[src/crtd_pkg.sv]
`timescale 1ns / 1ps

package crtd_pkg;

    localparam int ROW_CHARS   = 40;
    localparam int TAB_STEP    = 8;
    localparam int MAX_CELLS   = 8;
    localparam int QUEUE_DEPTH = 4;

    localparam int COL_W  = 6;
    localparam int ROW_W  = 5;
    localparam int CLR_W  = 3;
    localparam int TAB_W  = $clog2(TAB_STEP + 1);
    localparam int CNT_W  = $clog2(MAX_CELLS);
    localparam int QA_W   = $clog2(QUEUE_DEPTH);
    localparam int QC_W   = $clog2(QUEUE_DEPTH + 1);
    localparam int APB_AW = 3;
    localparam int APB_DW = 32;

    localparam logic [ROW_W-1:0] ROW_LIMIT_RST = 5'd30;

    localparam logic [7:0] CH_NUL   = 8'h00;
    localparam logic [7:0] CH_TAB   = 8'h09;
    localparam logic [7:0] CH_LF    = 8'h0A;
    localparam logic [7:0] CH_CR    = 8'h0D;
    localparam logic [7:0] CH_SPACE = 8'h20;
    localparam logic [7:0] CH_ZERO  = 8'h30;
    localparam logic [7:0] CH_ONE   = 8'h31;
    localparam logic [7:0] CH_NINE  = 8'h39;
    localparam logic [7:0] CH_A     = 8'h41;
    localparam logic [7:0] CH_V     = 8'h56;
    localparam logic [7:0] CH_W     = 8'h57;
    localparam logic [7:0] CH_X     = 8'h58;
    localparam logic [7:0] CH_Y     = 8'h59;
    localparam logic [7:0] CH_Z     = 8'h5A;
    localparam logic [7:0] CH_LBRK  = 8'h5B;
    localparam logic [7:0] CH_RBRK  = 8'h5D;
    localparam logic [7:0] CH_CARET = 8'h5E;
    localparam logic [7:0] INV_MASK = 8'h80;
    localparam logic [7:0] ALPHA_OFS = 8'h37;

    localparam logic [CLR_W-1:0] CLR_GRAY   = 3'd0;
    localparam logic [CLR_W-1:0] CLR_WHITE  = 3'd1;
    localparam logic [CLR_W-1:0] CLR_GREEN  = 3'd2;
    localparam logic [CLR_W-1:0] CLR_YELLOW = 3'd3;
    localparam logic [CLR_W-1:0] CLR_RED    = 3'd4;

    // class of a byte in plain text
    localparam logic [2:0] NC_DROP  = 3'd0;
    localparam logic [2:0] NC_EOL   = 3'd1;
    localparam logic [2:0] NC_TAB   = 3'd2;
    localparam logic [2:0] NC_CARET = 3'd3;
    localparam logic [2:0] NC_CHAR  = 3'd4;

    // meaning of a byte after a caret
    localparam logic [2:0] CK_COLOUR  = 3'd0;
    localparam logic [2:0] CK_CODE    = 3'd1;
    localparam logic [2:0] CK_INV_ON  = 3'd2;
    localparam logic [2:0] CK_INV_OFF = 3'd3;
    localparam logic [2:0] CK_LIT     = 3'd4;

    localparam logic [1:0] REG_ROW_LIMIT = 2'd0;

    typedef struct packed {
        logic       req_type;
        logic [7:0] text_byte;
    } t_in;

    typedef struct packed {
        logic [7:0]       char_code;
        logic [COL_W-1:0] column;
        logic [ROW_W-1:0] row;
        logic [CLR_W-1:0] colour;
        logic             last;
    } t_out;

    typedef struct packed {
        logic       start;
        logic [2:0] cls;
        logic [2:0] ckind;
        logic [7:0] cval;
        logic [7:0] text_byte;
    } t_cmd;

endpackage

[src/crtd_front.sv]
`timescale 1ns / 1ps

module crtd_front (
    input  logic           i_in_valid,
    input  crtd_pkg::t_in  i_in_data,
    input  logic           i_q_full,
    output logic           o_in_ready,
    output logic           o_push,
    output crtd_pkg::t_cmd o_cmd
);
    import crtd_pkg::*;

    logic [7:0] b;

    assign b          = i_in_data.text_byte;
    assign o_in_ready = !i_q_full;
    assign o_push     = i_in_valid && !i_q_full;

    always_comb begin
        o_cmd.start     = i_in_data.req_type;
        o_cmd.text_byte = b;

        unique case (b) inside
            CH_CR:          o_cmd.cls = NC_DROP;
            CH_LF, CH_NUL:  o_cmd.cls = NC_EOL;
            CH_TAB:         o_cmd.cls = NC_TAB;
            CH_CARET:       o_cmd.cls = NC_CARET;
            default:        o_cmd.cls = NC_CHAR;
        endcase

        // both readings are prepared, the back end picks by its mode
        o_cmd.cval = b;
        unique case (b) inside
            CH_ZERO: begin
                o_cmd.ckind = CK_COLOUR;
                o_cmd.cval  = {5'd0, CLR_GRAY};
            end
            CH_W: begin
                o_cmd.ckind = CK_COLOUR;
                o_cmd.cval  = {5'd0, CLR_WHITE};
            end
            CH_X: begin
                o_cmd.ckind = CK_COLOUR;
                o_cmd.cval  = {5'd0, CLR_GREEN};
            end
            CH_Y: begin
                o_cmd.ckind = CK_COLOUR;
                o_cmd.cval  = {5'd0, CLR_YELLOW};
            end
            CH_Z: begin
                o_cmd.ckind = CK_COLOUR;
                o_cmd.cval  = {5'd0, CLR_RED};
            end
            [CH_ONE:CH_NINE]: begin
                o_cmd.ckind = CK_CODE;
                o_cmd.cval  = b - CH_ZERO;
            end
            [CH_A:CH_V]: begin
                o_cmd.ckind = CK_CODE;
                o_cmd.cval  = b - ALPHA_OFS;
            end
            CH_LBRK:  o_cmd.ckind = CK_INV_ON;
            CH_RBRK:  o_cmd.ckind = CK_INV_OFF;
            default:  o_cmd.ckind = CK_LIT;
        endcase
    end

endmodule

[src/crtd_queue.sv]
`timescale 1ns / 1ps

module crtd_queue (
    input  logic           i_clk,
    input  logic           i_rst_n,
    input  logic           i_push,
    input  crtd_pkg::t_cmd i_cmd,
    input  logic           i_pop,
    output logic           o_full,
    output logic           o_valid,
    output crtd_pkg::t_cmd o_cmd
);
    import crtd_pkg::*;

    t_cmd            r_mem [QUEUE_DEPTH];
    logic [QA_W-1:0] r_wr_ptr;
    logic [QA_W-1:0] r_rd_ptr;
    logic [QC_W-1:0] r_count;
    logic            do_pop;

    assign o_full  = (r_count == QC_W'(QUEUE_DEPTH));
    assign o_valid = (r_count != '0);
    assign o_cmd   = r_mem[r_rd_ptr];
    assign do_pop  = i_pop && o_valid;

    always_ff @(posedge i_clk) begin
        if (i_push) begin
            r_mem[r_wr_ptr] <= i_cmd;
        end
    end

    always_ff @(posedge i_clk) begin
        if (!i_rst_n) begin
            r_wr_ptr <= '0;
            r_rd_ptr <= '0;
            r_count  <= '0;
        end else begin
            if (i_push) begin
                r_wr_ptr <= r_wr_ptr + 1'b1;
            end
            if (do_pop) begin
                r_rd_ptr <= r_rd_ptr + 1'b1;
            end
            if (i_push && !do_pop) begin
                r_count <= r_count + 1'b1;
            end else if (!i_push && do_pop) begin
                r_count <= r_count - 1'b1;
            end
        end
    end

endmodule

[src/crtd_back.sv]
`timescale 1ns / 1ps

module crtd_back (
    input  logic                   i_clk,
    input  logic                   i_rst_n,
    input  logic                   i_cmd_valid,
    input  crtd_pkg::t_cmd         i_cmd,
    input  logic [crtd_pkg::ROW_W-1:0] i_row_limit,
    output logic                   o_pop,
    output logic                   o_out_valid,
    output crtd_pkg::t_out         o_out_data,
    input  logic                   i_out_ready
);
    import crtd_pkg::*;

    localparam logic [1:0] MODE_NORMAL = 2'd0;
    localparam logic [1:0] MODE_CARET  = 2'd1;
    localparam logic [1:0] MODE_SKIP   = 2'd2;
    localparam logic [1:0] MODE_IDLE   = 2'd3;

    logic [1:0]       r_mode,   n_mode;
    logic [COL_W-1:0] r_col,    n_col;
    logic [ROW_W-1:0] r_row,    n_row;
    logic [CLR_W-1:0] r_colour, n_colour;
    logic             r_inv,    n_inv;
    logic [TAB_W-1:0] r_phase,  n_phase;
    logic [CNT_W-1:0] r_tab_n,  n_tab_n;
    logic             r_out_valid;
    t_out             r_out;

    logic             can_emit;
    logic             emit;
    logic [7:0]       emit_code;
    logic             emit_last;
    logic [COL_W-1:0] col_inc;
    logic [TAB_W-1:0] phase_inc;
    logic [TAB_W-1:0] phase_next;
    logic [ROW_W-1:0] row_inc;
    logic             tab_more;
    t_out             out_cell;

    assign can_emit   = !r_out_valid || i_out_ready;
    assign col_inc    = r_col + 1'b1;
    assign phase_inc  = r_phase + 1'b1;
    assign phase_next = (phase_inc == TAB_W'(TAB_STEP)) ? '0 : phase_inc;
    assign row_inc    = r_row + 1'b1;
    // a tab goes on while the cell budget, the row and the tab stop allow
    assign tab_more   = (r_tab_n != CNT_W'(MAX_CELLS - 1)) &&
                        (col_inc < COL_W'(ROW_CHARS)) && (phase_next != '0);

    always_comb begin
        n_mode    = r_mode;
        n_col     = r_col;
        n_row     = r_row;
        n_colour  = r_colour;
        n_inv     = r_inv;
        n_phase   = r_phase;
        n_tab_n   = r_tab_n;
        o_pop     = 1'b0;
        emit      = 1'b0;
        emit_code = i_cmd.text_byte;
        emit_last = 1'b1;

        if (i_cmd_valid) begin
            if (i_cmd.start) begin
                n_mode   = MODE_NORMAL;
                n_col    = '0;
                n_row    = '0;
                n_colour = CLR_GRAY;
                n_inv    = 1'b0;
                n_phase  = '0;
                n_tab_n  = '0;
                o_pop    = 1'b1;
            end else if (r_mode == MODE_IDLE || i_cmd.cls == NC_DROP) begin
                o_pop = 1'b1;
            end else if (i_cmd.cls == NC_EOL) begin
                n_row    = row_inc;
                n_col    = '0;
                n_phase  = '0;
                n_colour = CLR_GRAY;
                n_inv    = 1'b0;
                n_mode   = (row_inc >= i_row_limit) ? MODE_IDLE : MODE_NORMAL;
                o_pop    = 1'b1;
            end else if (r_mode == MODE_SKIP) begin
                o_pop = 1'b1;
            end else if (r_mode == MODE_CARET) begin
                case (i_cmd.ckind)
                    CK_COLOUR: begin
                        n_colour = i_cmd.cval[CLR_W-1:0];
                        n_mode   = MODE_NORMAL;
                        o_pop    = 1'b1;
                    end
                    CK_INV_ON: begin
                        n_inv  = 1'b1;
                        n_mode = MODE_NORMAL;
                        o_pop  = 1'b1;
                    end
                    CK_INV_OFF: begin
                        n_inv  = 1'b0;
                        n_mode = MODE_NORMAL;
                        o_pop  = 1'b1;
                    end
                    default: begin
                        if (can_emit) begin
                            emit      = 1'b1;
                            emit_code = (i_cmd.ckind == CK_CODE) ? i_cmd.cval
                                                                 : i_cmd.text_byte;
                            n_mode    = MODE_NORMAL;
                            o_pop     = 1'b1;
                        end
                    end
                endcase
            end else begin
                case (i_cmd.cls)
                    NC_CARET: begin
                        n_mode = MODE_CARET;
                        o_pop  = 1'b1;
                    end
                    NC_TAB: begin
                        if (can_emit) begin
                            emit      = 1'b1;
                            emit_code = CH_SPACE;
                            emit_last = !tab_more;
                            o_pop     = !tab_more;
                            n_tab_n   = tab_more ? r_tab_n + 1'b1 : '0;
                        end
                    end
                    default: begin
                        if (can_emit) begin
                            emit  = 1'b1;
                            o_pop = 1'b1;
                        end
                    end
                endcase
            end

            if (emit) begin
                n_col   = col_inc;
                n_phase = phase_next;
                if (col_inc >= COL_W'(ROW_CHARS)) begin
                    n_mode = MODE_SKIP;
                end
            end
        end
    end

    always_comb begin
        out_cell.char_code = emit_code ^ (r_inv ? INV_MASK : 8'h00);
        out_cell.column    = r_col;
        out_cell.row       = r_row;
        out_cell.colour    = r_colour;
        out_cell.last      = emit_last;
    end

    always_ff @(posedge i_clk) begin
        if (!i_rst_n) begin
            r_mode      <= MODE_NORMAL;
            r_col       <= '0;
            r_row       <= '0;
            r_colour    <= CLR_GRAY;
            r_inv       <= 1'b0;
            r_phase     <= '0;
            r_tab_n     <= '0;
            r_out_valid <= 1'b0;
        end else begin
            r_mode   <= n_mode;
            r_col    <= n_col;
            r_row    <= n_row;
            r_colour <= n_colour;
            r_inv    <= n_inv;
            r_phase  <= n_phase;
            r_tab_n  <= n_tab_n;
            if (can_emit) begin
                r_out_valid <= emit;
            end
        end
    end

    always_ff @(posedge i_clk) begin
        if (emit) begin
            r_out <= out_cell;
        end
    end

    assign o_out_valid = r_out_valid;
    assign o_out_data  = r_out;

endmodule

[src/caret_markup_text_row_decoder_unit.sv]
`timescale 1ns / 1ps
// caret markup text row decoder
// input channel: one request per text byte (req_type 0) or a start request
// (req_type 1) that clears position, colour, invert and mode; row_limit stays
// output: one cell per request, one or more per tab; last marks the final cell
// of a request; carriage returns, escape prefixes, colour and invert changes,
// row ends, start requests and skipped bytes give no cell
// a front stage classifies each byte and writes it into a four entry queue,
// a back stage holds the decode state and fills the output register
// the queue holds each accepted byte until the back stage registers its cell
// throughput: one request per cycle while the queue is not full; a tab holds
// the back stage for its spaces, up to eight, while the queue keeps taking bytes
// a stalled receiver holds the output register; the back stage stops and the
// queue fills, then ready drops
// reset clears the decode state and the queue and sets row_limit to 30;
// no clearing pass is needed
// apb: row_limit at byte address 0; the user writes it during idle only, unenforced
module caret_markup_text_row_decoder_unit (
    input  logic                          i_clk,
    input  logic                          i_rst_n,
    input  logic                          i_in_valid,
    output logic                          o_in_ready,
    input  crtd_pkg::t_in                 i_in_data,
    output logic                          o_out_valid,
    input  logic                          i_out_ready,
    output crtd_pkg::t_out                o_out_data,
    input  logic                          psel,
    input  logic                          penable,
    input  logic                          pwrite,
    input  logic [crtd_pkg::APB_AW-1:0]   paddr,
    input  logic [crtd_pkg::APB_DW-1:0]   pwdata,
    output logic [crtd_pkg::APB_DW-1:0]   prdata,
    output logic                          pready
);
    import crtd_pkg::*;

    logic [ROW_W-1:0] r_row_limit;
    logic             reg_hit;
    logic             q_full;
    logic             push;
    t_cmd             push_cmd;
    logic             head_valid;
    t_cmd             head_cmd;
    logic             pop;

    assign pready  = 1'b1;
    assign reg_hit = (paddr[APB_AW-1:2] == REG_ROW_LIMIT[0]);
    assign prdata  = reg_hit ? {{(APB_DW - ROW_W){1'b0}}, r_row_limit} : '0;

    always_ff @(posedge i_clk) begin
        if (!i_rst_n) begin
            r_row_limit <= ROW_LIMIT_RST;
        end else if (psel && penable && pwrite && reg_hit) begin
            r_row_limit <= pwdata[ROW_W-1:0];
        end
    end

    crtd_front u_front (
        .i_in_valid (i_in_valid),
        .i_in_data  (i_in_data),
        .i_q_full   (q_full),
        .o_in_ready (o_in_ready),
        .o_push     (push),
        .o_cmd      (push_cmd)
    );

    crtd_queue u_queue (
        .i_clk   (i_clk),
        .i_rst_n (i_rst_n),
        .i_push  (push),
        .i_cmd   (push_cmd),
        .i_pop   (pop),
        .o_full  (q_full),
        .o_valid (head_valid),
        .o_cmd   (head_cmd)
    );

    crtd_back u_back (
        .i_clk       (i_clk),
        .i_rst_n     (i_rst_n),
        .i_cmd_valid (head_valid),
        .i_cmd       (head_cmd),
        .i_row_limit (r_row_limit),
        .o_pop       (pop),
        .o_out_valid (o_out_valid),
        .o_out_data  (o_out_data),
        .i_out_ready (i_out_ready)
    );

endmodule

[config.mk]
export PLATFORM = sky130hd
export DESIGN_NAME = caret_markup_text_row_decoder_unit
export DESIGN_NICKNAME = d
export VERILOG_FILES = /design/src/crtd_pkg.sv /design/src/crtd_front.sv /design/src/crtd_queue.sv /design/src/crtd_back.sv /design/src/caret_markup_text_row_decoder_unit.sv
export SDC_FILE = /design/constraint.sdc
export NUM_CORES = 1
export LEC_CHECK = 0
export BUFFER_PORTS_ARGS = -buffer_cell sky130_fd_sc_hd__buf_2
export CAP_MARGIN = 30
export CORE_MARGIN = 3
export CORE_UTILIZATION = 40
export DETAILED_ROUTE_END_ITERATION = 10
export PLACE_DENSITY = 0.68
export SYNTH_ARGS = -nofsm -noshare
export SYNTH_HDL_FRONTEND = slang
export SYNTH_SLANG_ARGS = --single-unit
[constraint.sdc]
create_clock -name i_clk -period 5 [get_ports i_clk]
set_input_delay 0.5 -clock i_clk [delete_from_list [all_inputs] [get_ports i_clk]]
set_output_delay 0.5 -clock i_clk [all_outputs]
set_load 0.05 [all_outputs]
## Word level (Yosys, flattened, before mapping)

Memory sizes are Yosys's and may differ from the RTL's. A register that Yosys moved wholly into a read port is not among the register bits.
Cells that the tools add are included.

| cells by class | value |
|---|---|
| add/subtract/negate cells | 10 |
| magnitude comparators | 7 |
| equality and inequality tests | 29 |
| multiplexer cells | 84 |
| bitwise operators | 5 |
| reductions and logical operators | 41 |

Operators with widths:

| kind | count |
|---|---|
| 8-bit 2-to-1 mux | 12 |
| 8-bit by 7-bit == test with 1-bit output, second input constant | 7 |
| 8-bit case mux with 7 select lines | 1 |
| 3-bit 2-to-1 mux | 16 |
| 2-bit 2-to-1 mux | 13 |
| 1-bit 2-to-1 mux | 25 |
| 8-bit by 4-bit == test with 1-bit output, second input constant | 3 |
| 6-bit 2-to-1 mux | 4 |
| 3-bit case mux with 4 select lines | 2 |
| 4-bit 2-to-1 mux | 5 |
| 5-bit 2-to-1 mux | 4 |
| 8-bit by 6-bit subtractor with 8-bit output, second input constant | 2 |
| 3-bit by 2-bit == test with 1-bit output, second input constant | 4 |
| 3-bit nonzero test | 4 |
| 1-bit logical AND | 11 |
| 5-bit AND reduction | 2 |
| 8-bit by 6-bit == test with 1-bit output, second input constant | 1 |
| 8-bit by 6-bit greater-or-equal comparator with 1-bit output, second input constant | 1 |
| 8-bit by 7-bit greater-or-equal comparator with 1-bit output, second input constant | 1 |
| 8-bit by 6-bit <= comparator with 1-bit output, second input constant | 1 |
| 8-bit by 7-bit <= comparator with 1-bit output, second input constant | 1 |
| 8-bit zero test | 1 |
| 2-bit != test, second input constant | 4 |
| 2-bit nonzero test | 4 |
| 29 further kinds | 47 |

| storage, ports and cells | value |
|---|---|
| flip-flop bits (word level) | 60 |
| bits in writable memories | 92 |
| bits of input ports | 51 |
| output and inout bits | 58 |
| logic and storage cells | 194 |
| memories kept | 1 |

Memory list:

| memory | depth | width | rd ports | clocked after memory_dff | write ports | RTL line | text |
|---|---|---|---|---|---|---|---|
| u_queue.r_mem | 4 | 23 | 1 | 1 | 1 | crtd_queue.sv:15 | `t_cmd r_mem [QUEUE_DEPTH];` |

## Longest topological paths before layout

| depth | value |
|---|---|
| depth in word-level cells | 18 |
| mapped depth | 13 |
| depth with buffers taken out | 12 |

## Cells and area by module

Synthesis repeated with hierarchy kept, for this count alone.

| unflattened totals | value |
|---|---|
| cell total of the unflattened synthesis | 575 |
| area total of the unflattened synthesis | 7651.1 µm² |

Modules (own cells, without submodules):

| module | instances | cells an instance | area an instance (µm²) | sequential area each (µm²) |
|---|---|---|---|---|
| crtd_queue | 1 | 163 | 3829.9 | 2942.8 |
| crtd_back | 1 | 258 | 2623.8 | 1191.1 |
| crtd_front | 1 | 97 | 706.9 | 0.0 |
| caret_markup_text_row_decoder_unit | 1 | 57 | 490.5 | 100.1 |

## Least setup slack after synthesis

No wires, ideal clock.

| path | value |
|---|---|
| path type | reg-to-reg |
| start | register with a tool-made name |
| end | register u_back.r_out (netlist bit u_back.o_out_data[0]), enable pin |
| library setup time | 465 ps |
| arrival | 3881 ps |
| required time | 4535 ps |
| slack | 654 ps |
| cell stages (with the launch flop) | 7 |
| path buffers | 2 |
| period minus slack after synthesis | 4346 ps |
| cells stage by stage | dfxtp_1 > buf_6 > buf_8 > mux4_2 > a21boi_1 > o21ai_1 > nor4_1 |

RTL lines:

| what | RTL line | text |
|---|---|---|
| to (signal assigned) | crtd_back.sv:181 | `r_out <= out_cell;` |
| to (decl) | crtd_back.sv:29 | `t_out r_out;` |

==> impl_metrics.ini <==
[timing]
finalClockSkew_ns = 0.008503
relSlewSlack = 0.3597
slew_viol_final = 0
tightest_slew_ns = 0.9363
max_freq_mhz = 275.2
post-route-min-period_ns = 3.634
rsz0062_at_grt = false
tns_ns = 0
hold_violations = 0
setup_violations = 0
fin_crit_sh = 0.7268

[setup_path]
critPathLaunchType = flip-flop
crit_chain = mux4_2, nor3_1, nand2_1, nor3_1, a211o_1, ha_1, inv_1, fa_1, xor2_1, or3_1, a21boi_0
end_kind = flip-flop
reg2reg_depth = 11
critPathMaxFanout = 15
path_class = reg -> reg
r2r_slack_ns = 1.37
timing.critical_path.mode_cell = nor3_1
cp.required_ns = 5.35
crit-reg2reg-capture = u_queue.r_count[2]$_SDFFE_PN0P_
crit_path_max_incr_delay_ns = 0.75
crit_slowest_cell = mux4_2
worst-endpoint-arrival_ns = 3.98
critPathBufInv = 1
crit_family = simple AND/OR/NAND/NOR gates

[floorplan]
fp.dieArea_sq_mm = 0.02003
die_h_um = 141.5
die_w_um = 141.5
rows = 48
core_area_sq_mm = 0.01766
io_pins = 109
initial_utilization = 0.4160

[layout]
drive_gt1_frac = 0.1914
layout_common_cells = edfxtp_1 (115), buf_2 (51), nand2_1 (44), dfxtp_1 (39), nor2_1 (36)
fin_nets = 714
insertedDiodeCount = 0
syn_to_final_growth_pct = 13.13
num-fill-cells = 1531
layout_commonest_cell = edfxtp_1

[power]
power_density_mw_per_mm2 = 534.1
finalPower_uw = 4438
pwr-share-seq = 0.390
power.switching_uw = 1652
pwr-share-comb = 0.339
vdd_drop_max_mv = 0.4258
clockPowerShare = 0.270
intPower_uw = 2786
leakage_uw = 0.003062
swShare = 0.3723

[logic_synthesis]
synthCells = 578
synth_ff_type = edfxtp_1
synth-compound-area-share = 0.09743
synth_edf_count = 115
ys_warn_count = 0
async_flop_share = 0
ys_ff_latch = 154
yosys.area_share.simple = 0.1174
synthAdderAreaFrac = 0.04871
synth_area_sq_mm = 0.007346
yosys-mux-area-fraction = 0.08959
synth_top_family_by_area = simple AND/OR/NAND/NOR gates
avgSynthCellArea_sq_um = 12.71
ys_seq_area_frac = 0.5764
synthDistinctLibCells = 66
synthXorXnorAreaFrac = 0.01431

[routing]
vias = 4673
drt_wl_total_um = 14650
drt-initial-drc-count = 364
drtPass1Iterations = 5
routedWlPerCell_um = 16.78
vias_per_cell = 5.353
antenna_left = 0
drc = 0

[clock_tree]
cts-resized-gates = 0
htreeDepth = 4
cts_setup_buffers = 0
cts.sinks = 154
cts_tree = yes
path_clk_slew_ns = 0.06
cts-root-buf = clkbuf_16
numCtsBuffers = 17
cts_max_path_buffers = 2
clk_latency_ns = 0.42
cts_hold_buf = 0

[global_route]
grt_first_pass_wirelength_um = 23540
overflow = 0
grt_pass1_vias = 4633
grt_max_degree = 31
grt_antenna_before_repair = 0
grt_use_total = 0.1498

[place]
gp_congestion = 0.8764
port_buffers = 51
dp_hpwl_um = 10190

[hold_path]
hp-start = i_in_data[8]
worstHoldEndpoint = u_queue.r_mem[3][22]$_DFFE_PP_
hold_path_class = in -> reg
hold_path_depth = 1

[outcome]
status = finished clean

[run]
maxCapViolCount = 0
[metal layers]
metal,up-vias,track usage,part of all wire
met5,-,0,0
met4,0,0.05152,0.016
met3,19,0.03674,0.054
met2,141,0.2523,0.49
met1,2281,0.1897,0.44
li1,2232,-,-
[cell type report]
cell class	instances	area (sq um)	area share
Inverter	25	93.84	0.01129
Sequential cell	154	4234	0.5095
Timing Repair Buffer	61	330.3	0.03975
Tap cell	225	281.5	0.03388
Multi-Input combinational cell	376	2810	0.3382
Clock buffer	18	429.2	0.05164
Clock inverter	14	131.4	0.01581
[synth_stat cells, types with 11 or more instances]
cell type,n,share of area
nand3_1,11,0.0075
dfxtp_1,39,0.11
buf_4,28,0.029
mux4_2,23,0.071
a22oi_1,12,0.012
inv_1,25,0.013
clkbuf_1,15,0.0077
nor2_1,36,0.018
a21oi_1,16,0.011
nor2b_1,15,0.013
edfxtp_1,115,0.47
mux2i_1,14,0.019
ha_1,27,0.046
o21ai_0,29,0.020
nand2_1,44,0.022
[worst max path at each step]
stage / from / to / slack [ns] / cells after the start
2_1_floorplan: flip-flop / u_back.o_out_data[0]$_SDFFCE_PP1P_ / 0.65 / 6
3_3_place_gp: flip-flop / u_queue.r_count[2]$_SDFFE_PN0P_ / 1.50 / 11
6_report: flip-flop / u_queue.r_count[2]$_SDFFE_PN0P_ / 1.37 / 11
4_1_cts: flip-flop / u_queue.r_count[2]$_SDFFE_PN0P_ / 1.38 / 11
5_1_grt: flip-flop / u_queue.r_count[2]$_SDFFE_PN0P_ / 1.11 / 11
3_5_place_dp: flip-flop / u_queue.r_count[2]$_SDFFE_PN0P_ / 1.40 / 11
[power groups by stage]
stage	Sequential [uW]	Combinational (uW)	Clock, uW
after floorplan	2010	932	0
after global placement	1750	1470	0
after detailed placement	1760	1510	0
after CTS	1740	1510	1220
after global routing	1760	1630	1270
final	1730	1510	1200
[registers in the layout, summed over array words and instances, names as in the netlist, 2 cells and up, named ones only]
signal             flops
u_queue.r_count        3
u_back.r_tab_n         3
r_row_limit            5
u_queue.r_wr_ptr       2
u_back.r_mode          2
u_back.r_col           6
u_back.r_colour        3
u_queue.r_mem         92
u_queue.r_rd_ptr       2
u_back.o_out_data     23
u_back.r_row           5
u_back.r_phase         4
[stage by stage]
step	utilization	cells	worst slack, ns	hold slack (ns)	instance area (sq um)
final	0.4707	873	1.366	0.2971	8310
after global routing	0.4707	873	1.115	0.2794	8310
after CTS	0.4707	873	1.376	0.2805	8310
after detailed placement	0.4389	841	1.396	0.4243	7750
after global placement	0.4389	841	1.501	0.4236	7750
after floorplan	-	604	0.6543	0.4081	7443
[cells by family (layout without fill, tap and decap cells)]
logic type / Yosys count / count (layout)
AOI/OAI and AO/OA: 105 / 105
xor gates and xnor gates: 12 / 12
adders and majority gates: 28 / 28
buffers and inverters: 74 / 118
DFF: 154 / 154
muxes: 37 / 37
other: 2 / 28
and+or+nand+nor: 166 / 166
(Power assumes the default switching activity.)
